### config.mk
export PLATFORM = sky130hd
export DESIGN_NAME = dahdsr_ctrl
export DESIGN_NICKNAME = d
export VERILOG_FILES = /design/src/dahdsr_pkg.sv /design/src/dahdsr_ctrl.sv
export SDC_FILE = /design/constraint.sdc
export NUM_CORES = 1
export LEC_CHECK = 0
export BUFFER_PORTS_ARGS = -buffer_cell sky130_fd_sc_hd__buf_2
export CORE_MARGIN = 2
export CORE_UTILIZATION = 30
export CTS_BUF_LIST = sky130_fd_sc_hd__clkbuf_4 sky130_fd_sc_hd__clkbuf_8
export DETAILED_ROUTE_END_ITERATION = 10
export SYNTH_ARGS = -nofsm -noshare
export SYNTH_HDL_FRONTEND = slang
export SYNTH_SLANG_ARGS = --single-unit
### constraint.sdc
create_clock -name aclk -period 1.6 [get_ports aclk]
set_input_delay 0.32 -clock aclk [delete_from_list [all_inputs] [get_ports aclk]]
set_output_delay 0.32 -clock aclk [all_outputs]
set_load 0.05 [all_outputs]
### src/dahdsr_pkg.sv
package dahdsr_pkg;

    localparam int LEN_W   = 24;
    localparam int LVL_W   = 16;
    localparam int PROG_W  = LVL_W + 1;
    localparam int STEPS   = 16;
    localparam int STEP_W  = 4;

    localparam logic [LEN_W-1:0]  LEN_MAX = {LEN_W{1'b1}};
    localparam logic [PROG_W-1:0] ONE     = PROG_W'(1) << LVL_W;
    localparam logic [LVL_W-1:0]  FULL    = {LVL_W{1'b1}};

    // floor(x / 10) = (x * DIV10_MUL) >> DIV10_SH for 24-bit x
    localparam logic [23:0] DIV10_MUL = 24'hCCCCCD;
    localparam int          DIV10_SH  = 27;
    // floor(y / 127) = (y * RECIP_127) >> RECIP_SH for y below 2^30
    localparam logic [30:0] RECIP_127 = 31'd1082196485;
    localparam int          RECIP_SH  = 37;

    localparam logic [1:0] KIND_TICK     = 2'd0;
    localparam logic [1:0] KIND_NOTE_ON  = 2'd1;
    localparam logic [1:0] KIND_NOTE_OFF = 2'd2;

    localparam logic [2:0] CFG_DELAY   = 3'd0;
    localparam logic [2:0] CFG_ATTACK  = 3'd1;
    localparam logic [2:0] CFG_HOLD    = 3'd2;
    localparam logic [2:0] CFG_DECAY   = 3'd3;
    localparam logic [2:0] CFG_RELEASE = 3'd4;
    localparam logic [2:0] CFG_SUSTAIN = 3'd5;
    localparam logic [2:0] CFG_CURVES  = 3'd6;
    localparam logic [2:0] CFG_ENABLE  = 3'd7;

    typedef enum logic [2:0] {
        ST_IDLE    = 3'd0,
        ST_DELAY   = 3'd1,
        ST_ATTACK  = 3'd2,
        ST_HOLD    = 3'd3,
        ST_DECAY   = 3'd4,
        ST_SUSTAIN = 3'd5,
        ST_RELEASE = 3'd6,
        ST_FORCED  = 3'd7
    } stage_t;

    typedef enum logic [3:0] {
        OP_NONE,
        OP_NOTE_ON,
        OP_NOTE_OFF,
        OP_ZERO,
        OP_ADVANCE,
        OP_POW_INIT,
        OP_SQUARE,
        OP_SCALE,
        OP_RECIP,
        OP_EXP_STEP,
        OP_EXP_SHIFT,
        OP_LEVEL,
        OP_FINISH
    } dp_op_t;

    typedef struct packed {
        dp_op_t            op;
        logic [STEP_W-1:0] idx;
        logic              tail;
    } dp_cmd_t;

    typedef struct packed {
        logic             active;
        logic             div_busy;
        logic [LVL_W-1:0] level;
        stage_t           stage;
    } dp_status_t;

    typedef struct packed {
        logic [LEN_W-1:0] delay_len;
        logic [LEN_W-1:0] attack_len;
        logic [LEN_W-1:0] hold_len;
        logic [LEN_W-1:0] decay_len;
        logic [LEN_W-1:0] release_len;
        logic [LVL_W-1:0] sustain_level;
        logic [23:0]      curve_shapes;
        logic             enable;
    } cfg_t;

    typedef logic [STEPS-1:0][29:0] exp_tab_t;

    function automatic logic [63:0] isqrt_c(input logic [63:0] v);
        logic [63:0] n;
        logic [63:0] root;
        logic [63:0] bitv;
        int j;
        n = v;
        root = '0;
        bitv = 64'd1 << 62;
        for (j = 0; j < 32; j++) begin
            if (bitv > n) bitv = bitv >> 2;
        end
        for (j = 0; j < 32; j++) begin
            if (bitv != 0) begin
                if (n >= root + bitv) begin
                    n = n - (root + bitv);
                    root = (root >> 1) + bitv;
                end else begin
                    root = root >> 1;
                end
                bitv = bitv >> 2;
            end
        end
        return root;
    endfunction

    // factors 2^(-2^-(i+1)) in Q0.30, each the square root of the one before
    function automatic exp_tab_t build_exp_tab();
        exp_tab_t tab;
        logic [63:0] c;
        int i;
        c = 64'd1 << 29;
        for (i = 0; i < STEPS; i++) begin
            c = isqrt_c(c << 30);
            tab[i] = c[29:0];
        end
        return tab;
    endfunction

    localparam exp_tab_t EXP_TAB = build_exp_tab();

endpackage

### src/dahdsr_ctrl.sv
module dahdsr_ctrl (
    input  logic                   aclk,
    input  logic                   aresetn,
    input  logic                   s_tvalid,
    output logic                   s_tready,
    input  logic [1:0]             s_kind,
    input  logic                   s_tail,
    output logic                   m_tvalid,
    input  logic                   m_tready,
    output logic                   out_load,
    output dahdsr_pkg::dp_cmd_t    cmd,
    input  dahdsr_pkg::dp_status_t status
);

    typedef enum logic [3:0] {
        S_READY,
        S_DECODE,
        S_POW_INIT,
        S_SQUARE,
        S_SCALE,
        S_RECIP,
        S_EXP,
        S_SHIFT,
        S_LEVEL,
        S_WAIT,
        S_DONE
    } state_t;

    state_t                        state_reg, state_next;
    logic [dahdsr_pkg::STEP_W-1:0] cnt_reg, cnt_next;
    logic [1:0]                    kind_reg;
    logic                          tail_reg;
    logic                          m_tvalid_reg, m_tvalid_next;
    logic                          last_step;

    assign last_step = cnt_reg == dahdsr_pkg::STEP_W'(dahdsr_pkg::STEPS - 1);

    always_comb begin
        state_next    = state_reg;
        cnt_next      = cnt_reg;
        cmd.op        = dahdsr_pkg::OP_NONE;
        cmd.idx       = cnt_reg;
        cmd.tail      = tail_reg;
        out_load      = 1'b0;
        m_tvalid_next = m_tvalid_reg && !m_tready;

        unique case (state_reg)
            S_READY: begin
                if (s_tvalid) state_next = S_DECODE;
            end
            S_DECODE: begin
                state_next = S_DONE;
                unique case (kind_reg)
                    dahdsr_pkg::KIND_TICK: begin
                        if (status.active) begin
                            cmd.op     = dahdsr_pkg::OP_ADVANCE;
                            state_next = S_POW_INIT;
                        end else begin
                            cmd.op = dahdsr_pkg::OP_ZERO;
                        end
                    end
                    dahdsr_pkg::KIND_NOTE_ON:  cmd.op = dahdsr_pkg::OP_NOTE_ON;
                    dahdsr_pkg::KIND_NOTE_OFF: cmd.op = dahdsr_pkg::OP_NOTE_OFF;
                    default: begin
                    end
                endcase
            end
            S_POW_INIT: begin
                cmd.op     = dahdsr_pkg::OP_POW_INIT;
                cnt_next   = '0;
                state_next = S_SQUARE;
            end
            S_SQUARE: begin
                cmd.op   = dahdsr_pkg::OP_SQUARE;
                cnt_next = cnt_reg + 1'b1;
                if (last_step) state_next = S_SCALE;
            end
            S_SCALE: begin
                cmd.op     = dahdsr_pkg::OP_SCALE;
                state_next = S_RECIP;
            end
            S_RECIP: begin
                cmd.op     = dahdsr_pkg::OP_RECIP;
                cnt_next   = '0;
                state_next = S_EXP;
            end
            S_EXP: begin
                cmd.op   = dahdsr_pkg::OP_EXP_STEP;
                cnt_next = cnt_reg + 1'b1;
                if (last_step) state_next = S_SHIFT;
            end
            S_SHIFT: begin
                cmd.op     = dahdsr_pkg::OP_EXP_SHIFT;
                state_next = S_LEVEL;
            end
            S_LEVEL: begin
                cmd.op     = dahdsr_pkg::OP_LEVEL;
                state_next = S_WAIT;
            end
            S_WAIT: begin
                if (!status.div_busy) begin
                    cmd.op     = dahdsr_pkg::OP_FINISH;
                    state_next = S_DONE;
                end
            end
            S_DONE: begin
                // hold until the output register is free
                if (!m_tvalid_reg || m_tready) begin
                    out_load      = 1'b1;
                    m_tvalid_next = 1'b1;
                    state_next    = S_READY;
                end
            end
            default: state_next = S_READY;
        endcase
    end

    always_ff @(posedge aclk) begin
        if (!aresetn) begin
            state_reg    <= S_READY;
            cnt_reg      <= '0;
            m_tvalid_reg <= 1'b0;
        end else begin
            state_reg    <= state_next;
            cnt_reg      <= cnt_next;
            m_tvalid_reg <= m_tvalid_next;
        end
        if (state_reg == S_READY && s_tvalid) begin
            kind_reg <= s_kind;
            tail_reg <= s_tail;
        end
    end

    assign s_tready = state_reg == S_READY;
    assign m_tvalid = m_tvalid_reg;

endmodule
==> flow_metrics.env <==
export IMPL_period_share=1.18
export IMPL_clockBufferDepth=2
export IMPL_slowest_delay_ps=420
export IMPL_final_period_minus_worst_setup_slack_ps=1890
export IMPL_timing_slew_headroom=0.799
export IMPL_final_fill_count=228
export IMPL_crit_start="kind_reg[0]"
export IMPL_fin_tns_setup_ps=-709
export IMPL_power_per_cell_area_nw_per_um2=2240
export IMPL_syn_inst=94
export IMPL_syn_area_per_cell_um2=8.59
export IMPL_place_hpwl_um=1480
export IMPL_htreeDepth=1
export IMPL_rsz0062_at_grt="yes"
export IMPL_syn_to_final_growth_pct=65.7
export IMPL_fin_area_um2=1340
export IMPL_hold_path_startpoint="s_kind[1]"
export IMPL_critPathSlowestCell="or3b_4"
export IMPL_multi_input_area_um2=636
export IMPL_post_place_ws_ps=-242
export IMPL_cpLargestDelayFamily="simple AND/OR/NAND/NOR gates"
export IMPL_fin_cells=160
export IMPL_cts_root_buf="clkbuf_4"
export IMPL_tightest_slew_ps=301
export IMPL_crit_arrival_ps=1570
export IMPL_p_comb_frac=0.735
export IMPL_max_freq_mhz=528
export IMPL_dp_cells=153
export IMPL_start_util=0.320
export IMPL_status="finished, violations left"
export IMPL_num_antenna_cells=0
export IMPL_end_kind="primary output"
export IMPL_synth_warnings=0
export IMPL_finalPower_mw=3.00
export IMPL_seq_power_share=0.183
export IMPL_cp_cell_sequence="or3b_4 -> o22ai_2 -> a21oi_2 -> o22ai_4 -> buf_6"
export IMPL_rows=18
export IMPL_io_buffers=20
export IMPL_die_y_um=55.9
export IMPL_routedWlPerCell_um=13.7
export IMPL_switchingPower_mw=1.40
export IMPL_grt_start_max_net_pins=10
export IMPL_hp_class="primary input to flip-flop"
export IMPL_wl_um=2190
export IMPL_syn_nets=123
export IMPL_post_route_util=0.530
export IMPL_violations="negative setup slack"
export IMPL_ir_worst_vdd_v=0.00160
export IMPL_drt_iter0_drc=26
export IMPL_crit_buf_inv=1
export IMPL_viasPerCell=5.28
export IMPL_fin_ws_ps=-292
export IMPL_nets=160
export IMPL_seqCellArea_um2=295
export IMPL_drc=0
export IMPL_dieArea_um2=3120
export IMPL_fin_skew_ps=0.997
export IMPL_grt_overflow=0
export IMPL_core_area_um2=2520
export IMPL_critical_path_max_fanout=2
export IMPL_cap_violations=0
export IMPL_clock_sinks=12
export IMPL_worstSetupPathType="flip-flop to primary output"
export IMPL_p_int_mw=1.60
export IMPL_route_vias_total=844
export IMPL_start_kind="flip-flop"
export IMPL_setup_viol=7
export IMPL_cp_required_ps=1280
export IMPL_gp_congestion=0.900
export IMPL_grt_pass1_vias=757
export IMPL_cts_hold_buf=0
export IMPL_io_pins=40
export IMPL_antenna_found_initial=0
export IMPL_gr_usage_all_layers=0.136
export IMPL_ant_nets=0
export IMPL_cts_tree="built"
export IMPL_ys_ff_latch=12
export IMPL_holdWs_ps=210
export IMPL_fp_dieW_um=55.9
export IMPL_hold_viol=0
export IMPL_numCtsBuffers=3
export IMPL_p_leak_nw=0.536
export IMPL_drive_above_1_share=0.615
export IMPL_post_dp_cell_area_um2=1100
export IMPL_synth_cell_area_um2=807
export IMPL_r2r_start="state_reg[1]"
export IMPL_swShare=0.467
export IMPL_dr_pass1_iters=4
export IMPL_ys_seq_area_frac=0.335
export IMPL_maxSlewViolCount=0
export IMPL_insertion_delay_ps=280
export IMPL_grt_pass1_wl_um=3440
export IMPL_clk_pin_slew_ps=70
export IMPL_clock_power_share=0.082
export IMPL_synth_distinct_cells=42
==> cells by family after synthesis <==
kind of cell    after synthesis  synth area share
simple gates                 37             0.268
fa+ha+maj                     1            0.0155
buf+inv                      12            0.0946
compound gates               29             0.253
flops                        12             0.335
mux                           1            0.0124
xor+xnor                      2            0.0217
==> Yosys cell counts, drive strengths merged <==
library cell,instances,area (um2)
nor2,10,37.5
dfxtp,9,180
buf,7,57.5
a21oi,6,30.0
nand3,6,30.0
and2,4,25.0
nor2b,4,32.5
o21ai,4,20.0
a211oi,3,22.5
a21boi,3,22.5
edfxtp,3,90.1
inv,3,11.3
o22ai,3,18.8
clkbuf,2,7.51
nand2,2,7.51
nand2b,2,12.5
nand3b,2,15.0
o21a,2,15.0
xor2,2,17.5
a2111o,1,11.3
a21bo,1,10.0
a21o,1,7.51
a32o,1,10.0
a32oi,1,8.76
ha,1,12.5
mux2i,1,10.0
nor3b,1,7.51
nor4,1,6.26
nor4bb,1,10.0
o2bb2ai,1,8.76
o32a,1,10.0
o32ai,1,8.76
or3,1,6.26
or3b,1,8.76
or4,1,7.51
or4b,1,10.0
==> layer usage <==
layer	vias up	wire, um	share of wire	track usage
met1	407	997	0.46	0.179
met3	4	63	0.029	0.0233
li1	419	-	-	-
met4	0	37	0.017	0.0612
met2	14	1090	0.50	0.218
met5	-	0	0	0
==> power by group through the flow <==
stage | combinational, mW | clock (mW) | sequential [mW]
6_report | 2.20 | 0.244 | 0.550
2_1_floorplan | 1.37 | 0 | 0.458
4_1_cts | 2.06 | 0.250 | 0.541
3_5_place_dp | 1.73 | 0 | 0.480
5_1_grt | 2.33 | 0.269 | 0.561
3_3_place_gp | 1.72 | 0 | 0.481
==> cells in the final DEF (no fill, tap or decap), types with 2 or more instances in the layout <==
cell / Yosys / layout
a21oi_2: 0 / 3
nand2b_4: 0 / 2
nor2b_1: 3 / 2
dfxtp_4: 0 / 6
nor2b_4: 1 / 2
buf_8: 0 / 2
nor2_1: 10 / 7
buf_6: 3 / 9
nor2_4: 0 / 2
o22ai_2: 0 / 2
a211oi_2: 0 / 2
nand3b_1: 2 / 2
o21ai_1: 2 / 3
o21a_1: 2 / 2
inv_1: 3 / 3
clkbuf_4: 0 / 3
nand3_1: 6 / 6
a21oi_1: 6 / 3
buf_4: 2 / 16
dfxtp_2: 0 / 2
buf_2: 1 / 14
a21boi_0: 2 / 2
and2_1: 4 / 3
nand2_1: 2 / 2
edfxtp_1: 3 / 3
==> worst paths after layout <==
kind                        to  slack, ps  depth (start not counted)
setup / recovery        cmd[7]       -290                          5
hold / removal     kind_reg[1]        210                          1
setup reg to reg  state_reg[2]        -20                          5
hold reg to reg     cnt_reg[0]        470                          1
==> worst register-to-register path, delay by kind of cell, from the launching register on <==
kind / cells / cell delay [ps]
compound gates: 2 / 390
buf+inv: 1 / 130
flops: 1 / 370
simple gates: 2 / 650
==> layout make-up <==
type | instances | share of cell area
sequential | 12 | 0.221
multi-input combinational | 70 | 0.475
inverter | 3 | 0.00842
clock buffer | 4 | 0.0271
tap | 30 | 0.0281
timing repair buffer | 41 | 0.240
==> repair_timing <==
item                       in CTS  in global routing
cloned                          0                  0
setup buffers                   2                  1
resized for setup              40                  8
setup endpoints to repair       8                  9
pin swaps                      11                  6
Power figures use the tool's default switching activity.
